### src/hdl/hula_probe_flowlet_router_unit_assert.svh
// Assertion macros shared by the router RTL.
`ifndef HULA_PROBE_FLOWLET_ROUTER_UNIT_ASSERT_SVH
`define HULA_PROBE_FLOWLET_ROUTER_UNIT_ASSERT_SVH

// Same-cycle implication, checked outside reset.
`define HPFR_ASSERT_IMPL(lbl, clk, rstn, ante, cons) \
  lbl: assert property (@(posedge clk) disable iff (!rstn) (ante) |-> (cons)) \
    else $error("hpfr: same-cycle check failed");

// Next-cycle implication, checked outside reset.
`define HPFR_ASSERT_NEXT(lbl, clk, rstn, ante, cons) \
  lbl: assert property (@(posedge clk) disable iff (!rstn) (ante) |=> (cons)) \
    else $error("hpfr: next-cycle check failed");

`endif

### src/hdl/hpfr_ram.sv
// Generic single-write, single-read RAM with registered read data.
`timescale 1ns / 1ps
module hpfr_ram #(
  parameter int unsigned WIDTH = 8,
  parameter int unsigned DEPTH = 16
) (
  input  logic                                     clk_i,
  input  logic                                     we_i,
  input  logic [$clog2(DEPTH > 1 ? DEPTH : 2)-1:0] waddr_i,
  input  logic [WIDTH-1:0]                         wdata_i,
  input  logic [$clog2(DEPTH > 1 ? DEPTH : 2)-1:0] raddr_i,
  output logic [WIDTH-1:0]                         rdata_o
);

  logic [WIDTH-1:0] mem_q [DEPTH];

  // Write port
  always_ff @(posedge clk_i) begin
    if (we_i) begin
      mem_q[waddr_i] <= wdata_i;
    end
  end

  // Registered read port
  always_ff @(posedge clk_i) begin
    rdata_o <= mem_q[raddr_i];
  end

endmodule

### config.mk
export PLATFORM = sky130hd
export DESIGN_NAME = hpfr_ram
export DESIGN_NICKNAME = d
export VERILOG_FILES = /design/src/hdl/hula_probe_flowlet_router_unit_assert.svh /design/src/hdl/hpfr_ram.sv
export SDC_FILE = /design/constraint.sdc
export NUM_CORES = 1
export LEC_CHECK = 0
export ABC_AREA = 1
export BUFFER_PORTS_ARGS = -buffer_cell sky130_fd_sc_hd__buf_2
export CORE_MARGIN = 2
export CORE_UTILIZATION = 65
export CTS_CLUSTER_SIZE = 10
export DETAILED_ROUTE_END_ITERATION = 10
export HOLD_SLACK_MARGIN = 0.08
export PLACE_DENSITY = 0.88
export SETUP_SLACK_MARGIN = 0.2
export SYNTH_ARGS = -nofsm -noshare
export SYNTH_HDL_FRONTEND = slang
export SYNTH_SLANG_ARGS = --single-unit
### constraint.sdc
create_clock -name clk_i -period 2.45 [get_ports clk_i]
set_input_delay 0.735 -clock clk_i [delete_from_list [all_inputs] [get_ports clk_i]]
set_output_delay 0.735 -clock clk_i [all_outputs]
set_load 0.05 [all_outputs]
---- Yosys cells after proc, flatten, opt, wreduce, memory -nomap -nowiden ----
Memory sizes are Yosys's and may differ from the RTL's. A register that Yosys moved wholly into a read port is not among the register bits.
Cells that the tools add are included.
Widths: inputs -> output; s select.
storage, ports and cells
  output and inout port bits .............. 8
  logic and storage cells ................. 3
  memories ................................ 1
  RAM bits ................................ 128
  input port bits ......................... 18
  register bits ........................... 0
operators by class
  muxes and demuxes ....................... 2
memory list
  memory  depth  bits a word  read ports  clocked after memory_dff  wr ports  line            source
  mem_q   16     8            1           1                         1         hpfr_ram.sv:15  logic [WIDTH-1:0] mem_q [DEPTH];
operators by type and width
  operator  number
  $mux 1    2

---- Depth between registers and ports, before layout ----
  depth after elaboration ................. 2
  depth in mapped cells ................... 8
  mapped depth without buffers ............ 7

---- Least setup slack after synthesis ----
Ideal clock, no wire load.
  kind .................................... input-to-reg
  from .................................... input waddr_i[2] (netlist bit)
  to ...................................... memory mem_q[10][0] (enable)
  required time ........................... 2080 ps
  library setup time ...................... 370 ps
  path slack .............................. 764 ps
  path buffers ............................ 0
  cell stages on the path ................. 2
  arrival time ............................ 1316 ps
  cells stage by stage .................... nand3b_1 -> nor2_1
RTL lines
  element      line            source
  from (decl)  hpfr_ram.sv:9   input logic [$clog2(DEPTH > 1 ? DEPTH : 2)-1:0] waddr_i,
  to (decl)    hpfr_ram.sv:15
Straight into the memory's write port.

---- Worst setup path in the final report ----
  from .................................... register rdata_o[6] (read register of mem_q)
  to ...................................... output rdata_o[6]
RTL lines
  element      line            source
  from (decl)  hpfr_ram.sv:12  output logic [WIDTH-1:0] rdata_o
No word-level cell between the ends.

==> results.md <==
- Status: completed
- RSZ-0062 raised after global routing: no
- MaxCap Viol Count: 0
- Port bufs: 25
- Area delta synth->final: 13.71%
- Synth cell types: 12
- Post-route design area: 6558 um^2
- VDD IR max: 0.5509 mV
- Crit Reg-Reg Endpoint: rdata_o[4]$_DFF_P_
- Sum Neg Setup Slack: 0 ns
- Starting DRT DRC Count: 629
- Hold depth: 3
- Worst-path fanout max: 1
- Clock transition at the registers of the reported paths: 0.06 ns
- Min-Delay Path Class: input port to flop
- Seq/Total Area, Yosys: 69.43%
- Number of global-route vias before repair: ~3900
- Layout cells sized above 1: 12.00%
- Worst hold slack: 0.5946 ns
- H-tree Lvls: 4
- PnR worst setup slack: 0.6003 ns
- Critical Path AT: 1.11 ns
- Placed Area: 5981 um^2
- CP peak stage delay: around 0.33 ns
- Final hold vios: 0
- Pleak: 2.877 nW
- Setup Skew: just under 0.009 ns
- Avg Inst Size Synth: 10.47 um^2
- Routed length per instance: 18.70 um
- Core Util, Final: 75.56%
- CTS tree: built
- Syn Nets: 569
- Final non-filler cell total: slightly above 700
- GPL Wtd Cong: 0.7980
- Crit path buffers/inverters: 1
- Post_cts resized: 0
- Die H: 98.19 um
- Least-Margin Pin Slew: 0.7204 ns
- Cell count after synthesis: 551
- Final setup fails: 0
- Overflow after GRT: 0
- Tmin final: 1.850 ns
- Most common cell in the netlist: nand2_1
- Final WL: 13.24 mm
- # rows: 34
- Critical Path Slowest Stage Cell: dfxtp_1
- Synthesis-stage register bit count: 136
- Top FF cell, synth: edfxtp_1
- First-pass GRT wire length: ~21 mm
- Skew-Pair Late Insertion Delay: approximately 0.52 ns
- Placed Cells: a little under 700
- Worst path cell trace: buf_2
- Max-slew violations: 0
- Ports: 26
- Largest net degree at the start of global routing: 41
- Delay-heaviest family, CP: flip-flops
- Overall Power: 5.453 mW
- Initial antenna violation count: 0
- Pre-CTS setup slack: 0.5023 ns
- Worst setup EP type: primary output
- Warnings from Yosys: 0
- Net count, final: 605
- Max Fclk: 540.6 MHz
- Root Buffer: clkbuf_8
- GRT Total Usage: 29.04%
- Worst r2r path cells: 6
- Setup Buffers After CTS: 0
- # clock sinks: 136
- Power density cells: 831.6 nW/um^2
- Worst hold endpoint: rdata_o[0]$_DFF_P_
- Worst R2R Start: mem_q[11][4]$_DFFE_PP_
- CP Launch Type: flop
- Hold_sp: raddr_i[3]
- Number of CTS-inserted buffers: 17
- Vias per std cell: 5.791
- Initial Utilization: ~66%
- Number of routed nets with antenna violations: 0
- Post-synth top area cell: edfxtp_1
- Longest Clk Path Bufs: 2
- Flop-to-flop setup slack: 1.34 ns
- Die width: 98.19 um
- DR vias: just over 4000
- DP Wirelength: 7.574 mm
- Slew Limit Headroom: 51.80%
- Die area: 9641 um^2
- Post-synthesis cell area: 5767 um^2
- Post-synth top area share: 66.65%
- Kind of critical path: flop to primary output
- Hold buffers post-CTS: 0
- Diodes inserted: 0
- Commonest cells in the synthesized netlist: 173 x nand2_1, 128 x edfxtp_1, 100 x inv_1
- Crit path required time: 1.71 ns
- DRC violation count after routing: 0
- Share of the cycle needed by the critical path after routing: approximately three quarters
- Core area: around 8700 um^2
- Post-synthesis async set-or-reset flop share: 0%
- EDFF count, synth: 128
- Drt first pass iters: 5
- Largest cells by area after synthesis: edfxtp_1 67%, nand2_1 11%, nand3_1 8.4%
## power by group
| group | total [mW] | switching, mW | internal (mW) |
|---|---|---|---|
| sequential | 2.62 | 0.0157 | 2.60 |
| combinational | 0.366 | 0.276 | 0.0895 |
| clock | 2.47 | 0.929 | 1.54 |
## kinds of logic (layout without fill, tap and decap cells)
logic type	count (synthesis)	count (layout)	share of synthesized area, %
AND/OR/NAND/NOR	289	289	21.05
buffers and inverters	126	175	9.525
flip-flops	136	136	69.43
## metal layers
layer  vias to the layer above  part of all wire (%)  wire [um]  GRT usage (%)
met2                       321                    49       6507          46.31
met5                         -                     0          0              0
met4                         0                   2.8        367          13.28
met1                      1895                    36       4828          37.56
met3                        41                    12       1533          8.160
li1                       1843                     -          -              -
## flip-flops by register name, indices dropped and copies added (netlist names)
| signal | flops |
|---|---|
| mem_q | 128 |
| rdata_o | 8 |
## worst max path at each step
stage | start | end | slack (ns) | depth (start not counted)
finish | rdata_o[6]$_DFF_P_ | rdata_o[6] | 0.60 | 1
global route | rdata_o[6]$_DFF_P_ | rdata_o[6] | 0.54 | 1
CTS | rdata_o[6]$_DFF_P_ | rdata_o[6] | 0.56 | 1
detailed placement | waddr_i[2] | mem_q[0][1]$_DFFE_PP_ | 0.50 | 4
global placement | waddr_i[2] | mem_q[1][0]$_DFFE_PP_ | 0.53 | 4
floorplan | waddr_i[2] | mem_q[10][0]$_DFFE_PP_ | 0.76 | 2
## tightest hold or removal path: cells and delay by family
family        cells  cell delay (ns)
buf+inv           1             0.17
simple gates      2             0.15
## area by class of cell
| cell class | instances | area (um^2) |
|---|---|---|
| timing repair buffer | 41 | 245.2 |
| tap | 108 | 135.1 |
| clock inverter | 13 | 155.1 |
| sequential | 136 | 4004 |
| fill | 537 | 2121 |
| multi-input combinational | 289 | 1214 |
| inverter | 102 | 382.9 |
| clock buffer | 19 | 421.7 |
## layout by cell type, fill, tap and decap left out
master      instances
clkbuf_16          16
edfxtp_1          128
inv_1             100
clkbuf_1            2
buf_2              25
clkbuf_8            1
nand3b_1            2
clkinv_4            3
bufinv_16           3
clkinv_2            4
nand2_1           173
inv_2               2
nand3_1            97
clkinvlp_4          2
dfxtp_1             8
buf_4              16
clkinv_1            1
nor2_1             17
Power figures use the tool's default switching activity.
