File: src/hdl/hula_probe_flowlet_router_unit_assert.svh
// Assertion macros shared by the router RTL.
`ifndef HULA_PROBE_FLOWLET_ROUTER_UNIT_ASSERT_SVH
`define HULA_PROBE_FLOWLET_ROUTER_UNIT_ASSERT_SVH

// Same-cycle implication, checked outside reset.
`define HPFR_ASSERT_IMPL(lbl, clk, rstn, ante, cons) \
  lbl: assert property (@(posedge clk) disable iff (!rstn) (ante) |-> (cons)) \
    else $error("hpfr: same-cycle check failed");

// Next-cycle implication, checked outside reset.
`define HPFR_ASSERT_NEXT(lbl, clk, rstn, ante, cons) \
  lbl: assert property (@(posedge clk) disable iff (!rstn) (ante) |=> (cons)) \
    else $error("hpfr: next-cycle check failed");

`endif

File: src/hdl/hpfr_pkg.sv
// Types and constants of the probe and flowlet router.
`timescale 1ns / 1ps
package hpfr_pkg;

  // Input transaction payload
  typedef struct packed {
    logic        cmd;
    logic [3:0]  in_port;
    logic [31:0] dest_addr;
    logic [31:0] dest_mask;
    logic [31:0] probe_max_util;
    logic [47:0] probe_time;
    logic [15:0] pkt_bytes;
    logic [47:0] now_ticks;
    logic [31:0] flow_hash;
  } in_item_t;

  // Result transaction payload
  typedef struct packed {
    logic [3:0]  out_port;
    logic        route_found;
    logic [31:0] util_out;
    logic [15:0] forward_ports;
    logic [47:0] probe_time_out;
    logic        table_full;
  } out_item_t;

  // Command codes
  localparam logic CMD_PROBE = 1'b0;
  localparam logic CMD_DATA  = 1'b1;

  // Register map, word index
  typedef enum logic [2:0] {
    REG_IS_EDGE    = 3'd0,
    REG_TAU        = 3'd1,
    REG_FLOW_GAP   = 3'd2,
    REG_LOCAL_PFX  = 3'd3,
    REG_LOCAL_MASK = 3'd4,
    REG_LOCAL_PORT = 3'd5,
    REG_PORT_EN    = 3'd6
  } reg_idx_e;

  localparam int unsigned PADDR_W = 5;

  // Reset values
  localparam logic [31:0] TAU_RESET = 32'd1000;
  localparam logic [31:0] GAP_RESET = 32'd1000;

  // Per-packet overhead added to the data counter
  localparam logic [16:0] PKT_OVERHEAD = 17'd40;

  // Flowlet entry: valid, tag, port, time
  localparam int unsigned FLOW_ENTRY_W = 1 + 32 + 4 + 48;

  // Shared divider handshake
  typedef struct packed {
    logic        start;
    logic [31:0] hi;
    logic [31:0] lo;
    logic [31:0] divisor;
  } div_req_t;

  typedef struct packed {
    logic        done;
    logic [32:0] quot;
    logic [31:0] rem;
  } div_rsp_t;

  // Sequencer states
  typedef enum logic [4:0] {
    S_CLEAR,
    S_IDLE,
    S_PU_START,
    S_PU_DIV,
    S_PU_MUL1,
    S_PU_MUL2,
    S_PU_SUM,
    S_PU_FIN,
    S_P_M1,
    S_P_M2,
    S_P_SCAN,
    S_P_INS,
    S_D_SCAN,
    S_D_HASH,
    S_D_FRD,
    S_D_FDEC,
    S_DONE
  } state_e;

endpackage

File: src/hdl/hpfr_div.sv
// Shared restoring divider: (hi * 2^32 + lo) / divisor, one bit per cycle.
`timescale 1ns / 1ps
module hpfr_div (
  input  logic                clk_i,
  input  logic                rst_ni,
  input  hpfr_pkg::div_req_t  req_i,
  output hpfr_pkg::div_rsp_t  rsp_o
);
  import hpfr_pkg::*;

  logic        busy_q, busy_d;
  logic [5:0]  cnt_q, cnt_d;
  logic [31:0] rem_q, rem_d;
  logic [31:0] lo_q, lo_d;
  logic [32:0] quot_q, quot_d;
  logic [32:0] shifted;
  logic        fits;

  // One long-division step
  assign shifted = {rem_q, lo_q[31]};
  assign fits    = shifted >= {1'b0, req_i.divisor};

  always_comb begin
    busy_d = busy_q;
    cnt_d  = cnt_q;
    rem_d  = rem_q;
    lo_d   = lo_q;
    quot_d = quot_q;
    if (req_i.start) begin
      // hi never exceeds the divisor, so one subtract settles the top bit
      busy_d = 1'b1;
      cnt_d  = 6'd32;
      lo_d   = req_i.lo;
      if (req_i.hi >= req_i.divisor) begin
        rem_d  = req_i.hi - req_i.divisor;
        quot_d = 33'd1;
      end else begin
        rem_d  = req_i.hi;
        quot_d = 33'd0;
      end
    end else if (busy_q) begin
      if (cnt_q != 6'd0) begin
        cnt_d  = cnt_q - 6'd1;
        lo_d   = {lo_q[30:0], 1'b0};
        quot_d = {quot_q[31:0], fits};
        rem_d  = fits ? 32'(shifted - {1'b0, req_i.divisor}) : shifted[31:0];
      end else begin
        busy_d = 1'b0;
      end
    end
  end

  // Control state
  always_ff @(posedge clk_i or negedge rst_ni) begin
    if (!rst_ni) begin
      busy_q <= 1'b0;
      cnt_q  <= 6'd0;
    end else begin
      busy_q <= busy_d;
      cnt_q  <= cnt_d;
    end
  end

  // Datapath
  always_ff @(posedge clk_i) begin
    rem_q  <= rem_d;
    lo_q   <= lo_d;
    quot_q <= quot_d;
  end

  assign rsp_o.done = busy_q && (cnt_q == 6'd0);
  assign rsp_o.quot = quot_q;
  assign rsp_o.rem  = rem_q;

endmodule

File: config.mk
export PLATFORM = sky130hd
export DESIGN_NAME = hpfr_div
export DESIGN_NICKNAME = d
export VERILOG_FILES = /design/src/hdl/hula_probe_flowlet_router_unit_assert.svh /design/src/hdl/hpfr_pkg.sv /design/src/hdl/hpfr_div.sv
export SDC_FILE = /design/constraint.sdc
export NUM_CORES = 1
export LEC_CHECK = 0
export BUFFER_PORTS_ARGS = -buffer_cell sky130_fd_sc_hd__buf_2
export CAP_MARGIN = 20
export CORE_MARGIN = 5
export CORE_UTILIZATION = 40
export DETAILED_ROUTE_END_ITERATION = 12
export HOLD_SLACK_MARGIN = 0.12
export PLACE_DENSITY = 0.57
export SLEW_MARGIN = 20
export SYNTH_ARGS = -nofsm -noshare
export SYNTH_HDL_FRONTEND = slang
export SYNTH_SLANG_ARGS = --single-unit
File: constraint.sdc
create_clock -name clk_i -period 9.55 [get_ports clk_i]
set_clock_uncertainty 0.1 [all_clocks]
set_input_delay 1.4325 -clock clk_i [delete_from_list [all_inputs] [get_ports clk_i]]
set_output_delay 1.4325 -clock clk_i [all_outputs]
set_load 0.05 [all_outputs]
==> After elaboration in Yosys (flattened, before gate mapping) <==
Cells that the tools add are included.
{ "totals": {"ff_bits": 104, "in_bits": 99, "output_inout_bits": 66, "elab_cells": 34} }
{ "classes": {"n_addsub": 3, "order_cmp": 2, "mux": 18, "reduce_logical": 6} }
{ "ops": {"columns": ["operator", "n"], "rows": [
  ["2-to-1 mux 32 bit", 8],
  ["2-to-1 mux 33 bit", 3],
  ["subtractor 32 bit", 2],
  ["greater-or-equal comparator 33 x 32 -> 1 bit", 1],
  ["greater-or-equal comparator 32 bit", 1],
  ["2-to-1 mux 6 bit", 3],
  ["zero test 6 bit", 1],
  ["nonzero test 6 bit", 1],
  ["subtractor 6 x 1 -> 6 bit, second input constant", 1],
  ["2-to-1 mux 1 bit", 4],
  ["nonzero test 2 bit", 2],
  ["AND reduction 2 bit", 1],
  ["logical AND 1 bit", 1]
]} }

==> Longest topological paths before layout <==
Gate-level depths: netlist (run 1).
{ "depth": {"ltp_word": 5, "mapped_depth": 15, "mapped_depth_nobuf": 13} }

==> Worst setup path before layout (run 1) <==
Ideal clock, no wire load.
{ "synth_timing": {"path_type": "input port to flip-flop", "from": "in req_i[96] (netlist name)", "to": "reg lo_q[0] (enable)", "arrival_ps": 3410, "t_required_ps": 8543, "path_slack_ps": 5133, "cell_stages": 3, "cell_sequence": "inv_1 > clkbuf_1 > nand2_1"} }
{ "synth_between": {"elab_chain_len": 2, "elab_cells_between_ends": 3} }
{ "synth_rtl": {"columns": ["element", "line_no", "text"], "rows": [
  ["start: declaration", "hpfr_div.sv:6", "input hpfr_pkg::div_req_t req_i,"],
  ["nonzero test 2 bit (no line)", null, null],
  ["AND reduction 2 bit (no line) *", null, null],
  ["end signal: assignment", "hpfr_div.sv:67", "lo_q <= lo_d;"],
  ["end: declaration", "hpfr_div.sv:14", "logic [31:0] lo_q, lo_d;"]
]} }
Mark *: on every way between the ends. The rest lies on a longest branch, timed or not.
A chain may end at the register's enable or synchronous reset.

==> Worst setup path in the final report (run 1) <==
{ "layout_timing": {"from": "in req_i[0] (netlist name)", "to": "reg rem_q[2] (data pin)"} }
{ "layout_between": {"elab_chain_len": 5, "elab_cells_between_ends": 9} }
{ "layout_rtl": {"columns": ["element", "line_no", "text"], "rows": [
  ["subtractor 32 bit or greater-or-equal comparator 33 x 32 -> 1 bit (tied branches)", "hpfr_div.sv:46, hpfr_div.sv:21", null],
  ["2-to-1 mux 32 bit", "hpfr_div.sv:46", "rem_d = fits ? 32'(shifted - {1'b0, req_i.divisor}) : shifted[31:0];"],
  ["2-to-1 mux 32 bit", "hpfr_div.sv:42", "if (cnt_q != 6'd0) begin"],
  ["2-to-1 mux 32 bit", "hpfr_div.sv:41", "end else if (busy_q) begin"],
  ["2-to-1 mux 32 bit *", "hpfr_div.sv:29", "if (req_i.start) begin"],
  ["via rem_d[2]", "hpfr_div.sv:13", "logic [31:0] rem_q, rem_d;"],
  ["end signal: assignment", "hpfr_div.sv:66", "rem_q <= rem_d;"],
  ["end: declaration", "hpfr_div.sv:13", null]
]} }
Mark *: on every way through the listed nets, which the timed path passes. The rest lies on a longest branch. The select of a mux whose other input is x is not followed.

==> results of run 1 <==
final cells by class:
cell class	instances	share of cell area
repair buffers	169	0.08776
clock inverters	7	0.008163
clock buffers	9	0.02296
inverters	44	0.01684
flip-flops and latches	104	0.3148
multi-input cells	717	0.5144
well taps	275	0.03508
kinds of logic after synthesis:
kind of cell | Yosys count | share of synthesized area
AOI/OAI and AO/OA | 289 | 0.2180
and+or+nand+nor | 252 | 0.1486
DFF | 104 | 0.3632
buffers and inverters | 95 | 0.04533
adders and majority gates | 68 | 0.1018
xor gates and xnor gates | 60 | 0.06181
muxes | 48 | 0.06122
registers in the layout (all words and copies together), names as in the netlist:
name	count
cnt_q	6
busy_q	1
rem_q	32
lo_q	32
quot_q	33
critical path, stage by stage:
cell       delay (ns)
buf_2            0.11
ha_1             0.22
fa_1             0.42
nand2b_1         0.19
a21oi_1          0.26
o211ai_2         0.21
o2111ai_1        0.31
a21oi_1          0.16
or3_2            0.62
buf_4            0.35
mux2_1           0.37
nand2_1          0.06
o21ai_1          0.07
Yosys cell counts (all sizes together) (12+ instances only):
cell type,n
inv,44
a21oi,113
mux2i,16
buf,14
nor2b,40
a21o,41
ha,66
clkbuf,37
edfxtp,97
o21ai,37
a211oi,23
mux2,32
nand4,16
xnor2,34
a31oi,12
nor2,74
xor2,26
nand3,13
nand2,57
path summary, 6_finish.rpt:
kind,end,slack [ns]
setup reg to reg,rem_q[13],5.68
hold reg to reg,cnt_q[5],0.44
hold / removal,cnt_q[5],0.44
max in group asynchronous,busy_q,8.40
setup / recovery,rem_q[2],4.74
min in group asynchronous,cnt_q[0],0.79
through the flow:
stage / cell area [sq um] / power (uW)
floorplan: 8502 / 2270
global placement: 9504 / 2700
detailed placement: 9504 / 2693
CTS: 9809 / 3101
global route: 9809 / 3303
finish: 9809 / 3087
per-layer routing:
layer | vias to the layer above | part of all wire | global-route usage
li1 | 3644 | - | -
met1 | 3396 | 0.45 | 0.2594
met2 | 177 | 0.48 | 0.3227
met3 | 22 | 0.050 | 0.04133
met4 | 0 | 0.016 | 0.04585
met5 | - | 0 | 0
power by group through the flow:
| stage | combinational [uW] | clock, uW | sequential (uW) |
|---|---|---|---|
| floorplan | 1020 | 0 | 1250 |
| global placement | 1850 | 0 | 853 |
| detailed placement | 1840 | 0 | 854 |
| CTS | 1850 | 406 | 847 |
| global route | 2010 | 424 | 868 |
| finish | 1850 | 396 | 844 |
==> impl_metrics.tcl, run 1 <==
set metrics [dict create \
    outcome "completed" \
    mostFrequentLayoutCell "buf_2" \
    combPwrFrac 0.599 \
    critPathRequiredTime_ns 9.53 \
    wl_per_cell_um 18.17 \
    ff2ff_path_depth 11 \
    ys_types 68 \
    crit_type "in2reg" \
    clk_pin_slew_worst_paths_ns 0.09 \
    rows 53 \
    drc 0 \
    gp_congestion 0.9312 \
    fillCellCount 2137 \
    p_per_area_mw_per_mm2 314.7 \
    drtPass1Iterations 5 \
    pre_cts_ws_ns 4.350 \
    diodes 0 \
    postCtsSetupBuffers 0 \
    holdWs_ns 0.4366 \
    hpwl_um 18700 \
    grtUsageTotal 0.1939 \
    p_int_uw 1539 \
    seq_area_sq_mm 0.003088 \
    synth_top_area_cell "edfxtp_1" \
    cts_buffers 9 \
    startpoint "req_i[0]" \
    dp.cells 1309 \
    drt_iter0_drc 398 \
    antenna_found_initial 0 \
    hold_viol_final 0 \
    overflow 0 \
    min_period_ns 4.813 \
    vias 7239 \
    cts_tree "built" \
    final_cells 1325 \
    power.switching_uw 1548 \
    finalMaxSlewViolations 0 \
    drive_gt1_frac 0.2200 \
    core_area_sq_mm 0.02096 \
    relSlewSlack 0.3427 \
    crit_fanout 47 \
    port_buffers 164 \
    reg2reg_from "rem_q[11]" \
    insertion_delay_ns 0.37 \
    wirelength_um 24080 \
    clock.fmax_mhz 207.8 \
    die-area_sq_mm 0.02427 \
    fp.dieW_um 155.8 \
    worst_slew_pin_slew_ns 0.9860 \
    ir_worst_vdd_mv 0.1103 \
    clockBufferDepth 2 \
    synthesis.nets 1083 \
    clock_sinks 104 \
    hold_depth 2 \
    ctsHtreeMaxLevel 3 \
    via_per_inst 5.463 \
    ys.warnings.count 0 \
    setup_viol 0 \
    syn_avg_cell_area_sq_um 9.282 \
    cp.arrival_ns 4.80 \
    yosysTopAreaCellShare 0.3426 \
    grt_pass1_wl_um 37570 \
    pwr-share-seq 0.273 \
    worst_slack_ns 4.737 \
    ys_seq_elements 104 \
    postCtsHoldBufs 0 \
    synthTopCellsByArea "edfxtp_1 34%, ha_1 9.7%, a21oi_1 6.7%, mux2_2 4.1%, a21o_1 3.6%" \
    layout.nets 1212 \
    hold_path_class "reg2reg" \
    ios 165 \
    drv_cap 0 \
    start_kind "input port" \
    postRouteAntennaNets 0 \
    leakagePower_uw 0.004461 \
    rsz0062_at_grt "no" \
    final_cell_mix "163 x buf_2, 113 x a21oi_1, 97 x edfxtp_1, 74 x nor2_1, 66 x ha_1" \
    die-height_um 155.8 \
    multi_input_area_sq_mm 0.005046 \
    swShare 0.5015 \
    post_cts_resize_count 0 \
    async_flop_share 0.06731 \
    synth_edf_count 97 \
    finalCritPeriodShare 0.5040 \
    ys.flop_type "edfxtp_1" \
    end_kind "flop" \
    clock-root-buffer "clkbuf_16" \
    worstHoldStart "cnt_q[5]" \
    netlist_area_sq_mm 0.008502 \
    start_util 0.4057 \
    synth_seq_area_share 0.3632 \
    area_growth_pct 15.38 \
    power.clock.fraction 0.128 \
    grt_max_degree 91 \
    utilization 0.4681 \
    grt_pass1_vias 6963 \
    fin_tns_setup_ns 0 \
    synthCells 916 \
]
(Power assumes the default switching activity.)
==> run 2, diff against run 1 <==
clock period = 5 ns   (was 9.55 ns; I/O delays follow)
==> run 2 against run 1 <==
  * Highest routed layer unchanged
  * Combinational power increased by 94%
  * Routed wire length up 0.19%
  * Global-route usage is essentially flat
  * Critical path depth unchanged
  * First-iteration DRC count fell by 8.8%
  * Cell count grew 0.38%
==> impl_metrics.tcl, run 2 (synthesized netlist as in run 1, its figures left out) <==
set metrics [dict create \
    outcome "completed" \
    wl_per_cell_um 18.14 \
    power.switching_uw 2979 \
    largestRegisters "quot_q x33, lo_q x32, rem_q x32" \
    drtPass1Iterations 4 \
    gp_congestion 0.9255 \
    insertion_delay_ns 0.36 \
    hold_viol_final 0 \
    grtUsageTotal 0.1940 \
    grt_pass1_wl_um 37570 \
    finalCritPeriodShare 0.7893 \
    leakagePower_uw 0.004490 \
    drive_gt1_frac 0.2227 \
    largest_register_ffs 33 \
    pwr-share-seq 0.271 \
    ir_worst_vdd_mv 0.3191 \
    layout.nets 1217 \
    min_period_ns 3.946 \
    fp.dieW_um 155.8 \
    start_util 0.4057 \
    finalMaxSlewViolations 0 \
    die-area_sq_mm 0.02427 \
    port_buffers 164 \
    clock-root-buffer "clkbuf_16" \
    combPwrFrac 0.604 \
    mostFrequentLayoutCell "buf_2" \
    start_kind "input port" \
    critPathRequiredTime_ns 4.98 \
    fin_tns_setup_ns 0 \
    antenna_found_initial 0 \
    ios 165 \
    swShare 0.5018 \
    clk_pin_slew_worst_paths_ns 0.09 \
    cts_tree "built" \
    wirelength_um 24120 \
    regMostFlops "quot_q" \
    crit_buf_inv 2 \
    worstPathCellList "buf_2 > ha_1 > fa_1 > nand2b_1 > a21oi_1 > o211ai_2 > o2111ai_1 > a21oi_1 > or3_2 > buf_4 > mux2_1 > nand2_1 > o21ai_1" \
    rsz0062_at_grt "no" \
    area_growth_pct 16.25 \
    postRouteAntennaNets 0 \
    cts_buffers 9 \
    vias 7364 \
    power.clock.fraction 0.125 \
    final_cell_mix "163 x buf_2, 113 x a21oi_1, 97 x edfxtp_1, 74 x nor2_1, 66 x ha_1" \
    crit_type "in2reg" \
    crit_fanout 19 \
    postCtsSetupBuffers 0 \
    via_per_inst 5.537 \
    core_area_sq_mm 0.02096 \
    diodes 0 \
    drc 0 \
    fillCellCount 2042 \
    cpMostUsedCell "a21oi_1" \
    grt_max_degree 88 \
    overflow 0 \
    postCtsHoldBufs 1 \
    hold_path_class "reg2reg" \
    hpwl_um 18920 \
    worst_slew_pin_slew_ns 0.9438 \
    post_cts_resize_count 0 \
    die-height_um 155.8 \
    slowest_stage "or3_2" \
    p_int_uw 2958 \
    drt_iter0_drc 363 \
    setup_viol 0 \
    clock.fmax_mhz 253.4 \
    end_kind "flop" \
    rows 53 \
    drv_cap 0 \
    utilization 0.4716 \
    ctsHtreeMaxLevel 3 \
    relSlewSlack 0.3708 \
    clock_sinks 104 \
    path_delay_family "simple AND/OR/NAND/NOR gates" \
    cp.arrival_ns 3.93 \
    grt_pass1_vias 7098 \
    cpPeakStageDelay_ns 0.69 \
    clockBufferDepth 2 \
    p_per_area_mw_per_mm2 600.8 \
]
run 2: cell count changes in the layout (fill, tap and decap cells not counted), sizes merged:
cell         change
dlygate4sd3      +1
buf              +4
inv              -4
clkinvlp         +1
clkinv           +3
run 2: final cells by class:
cell class | instances | area (sq um) | area share
clock buffer | 9 | 225.2 | 0.02279
inverter | 44 | 165.2 | 0.01671
timing repair buffer | 174 | 925.9 | 0.09368
sequential | 104 | 3088 | 0.3124
multi-input combinational | 717 | 5046 | 0.5106
clock inverter | 7 | 88.84 | 0.008988
tap | 275 | 344.1 | 0.03481
run 2: path summary, 6_finish.rpt:
path / startpoint / endpoint / slack (ns) / cells past startpoint
worst max-delay path: req_i[0] / rem_q[2] / 1.05 / 13
worst min-delay path: cnt_q[5] / cnt_q[5] / 0.44 / 2
worst max register to register: lo_q[31] / rem_q[30] / 1.44 / 13
worst min register to register: cnt_q[5] / cnt_q[5] / 0.44 / 2
max in group asynchronous: rst_ni / cnt_q[5] / 4.01 / 2
min in group asynchronous: rst_ni / cnt_q[1] / 0.64 / 2
run 2: power by group through the flow:
stage	clock, uW	combinational [uW]	sequential [uW]
finish	741	3590	1610
global route	796	3900	1650
CTS	760	3600	1610
detailed placement	0	3590	1630
global placement	0	3590	1630
floorplan	0	1950	2390
run 2: worst register-to-register path, stage by stage (launching register included):
cell and delay, ns:
edfxtp_1 0.39, inv_1 0.07, ha_1 0.17, inv_1 0.06, fa_1 0.41, a21o_1 0.23
a311o_1 0.37, nand2_1 0.09, a21oi_1 0.14, a41oi_1 0.39, a211oi_1 0.18, o31ai_1 0.28
mux2i_1 0.15, o311a_1 0.30
run 2: per-layer routing:
layer	track usage	wire [um]	vias to the layer above
li1	-	-	3647
met1	0.2644	10920	3467
met2	0.3199	11380	223
met3	0.03273	1341	27
met4	0.05377	475	0
met5	0	0	-
run 2: per-stage QoR:
| step | hold WS (ns) | power (uW) | setup WS [ns] | instance area, sq um | instances |
|---|---|---|---|---|---|
| 2_1_floorplan | 0.3544 | 4336 | 1.266 | 8502 | 916 |
| 3_3_place_gp | 0.4151 | 5215 | 0.7998 | 9559 | 1313 |
| 3_5_place_dp | 0.4091 | 5214 | 0.7190 | 9559 | 1313 |
| 4_1_cts | 0.4415 | 5975 | 1.092 | 9883 | 1330 |
| 5_1_grt | 0.4502 | 6346 | 0.8666 | 9883 | 1330 |
| 6_report | 0.4380 | 5938 | 1.054 | 9883 | 1330 |
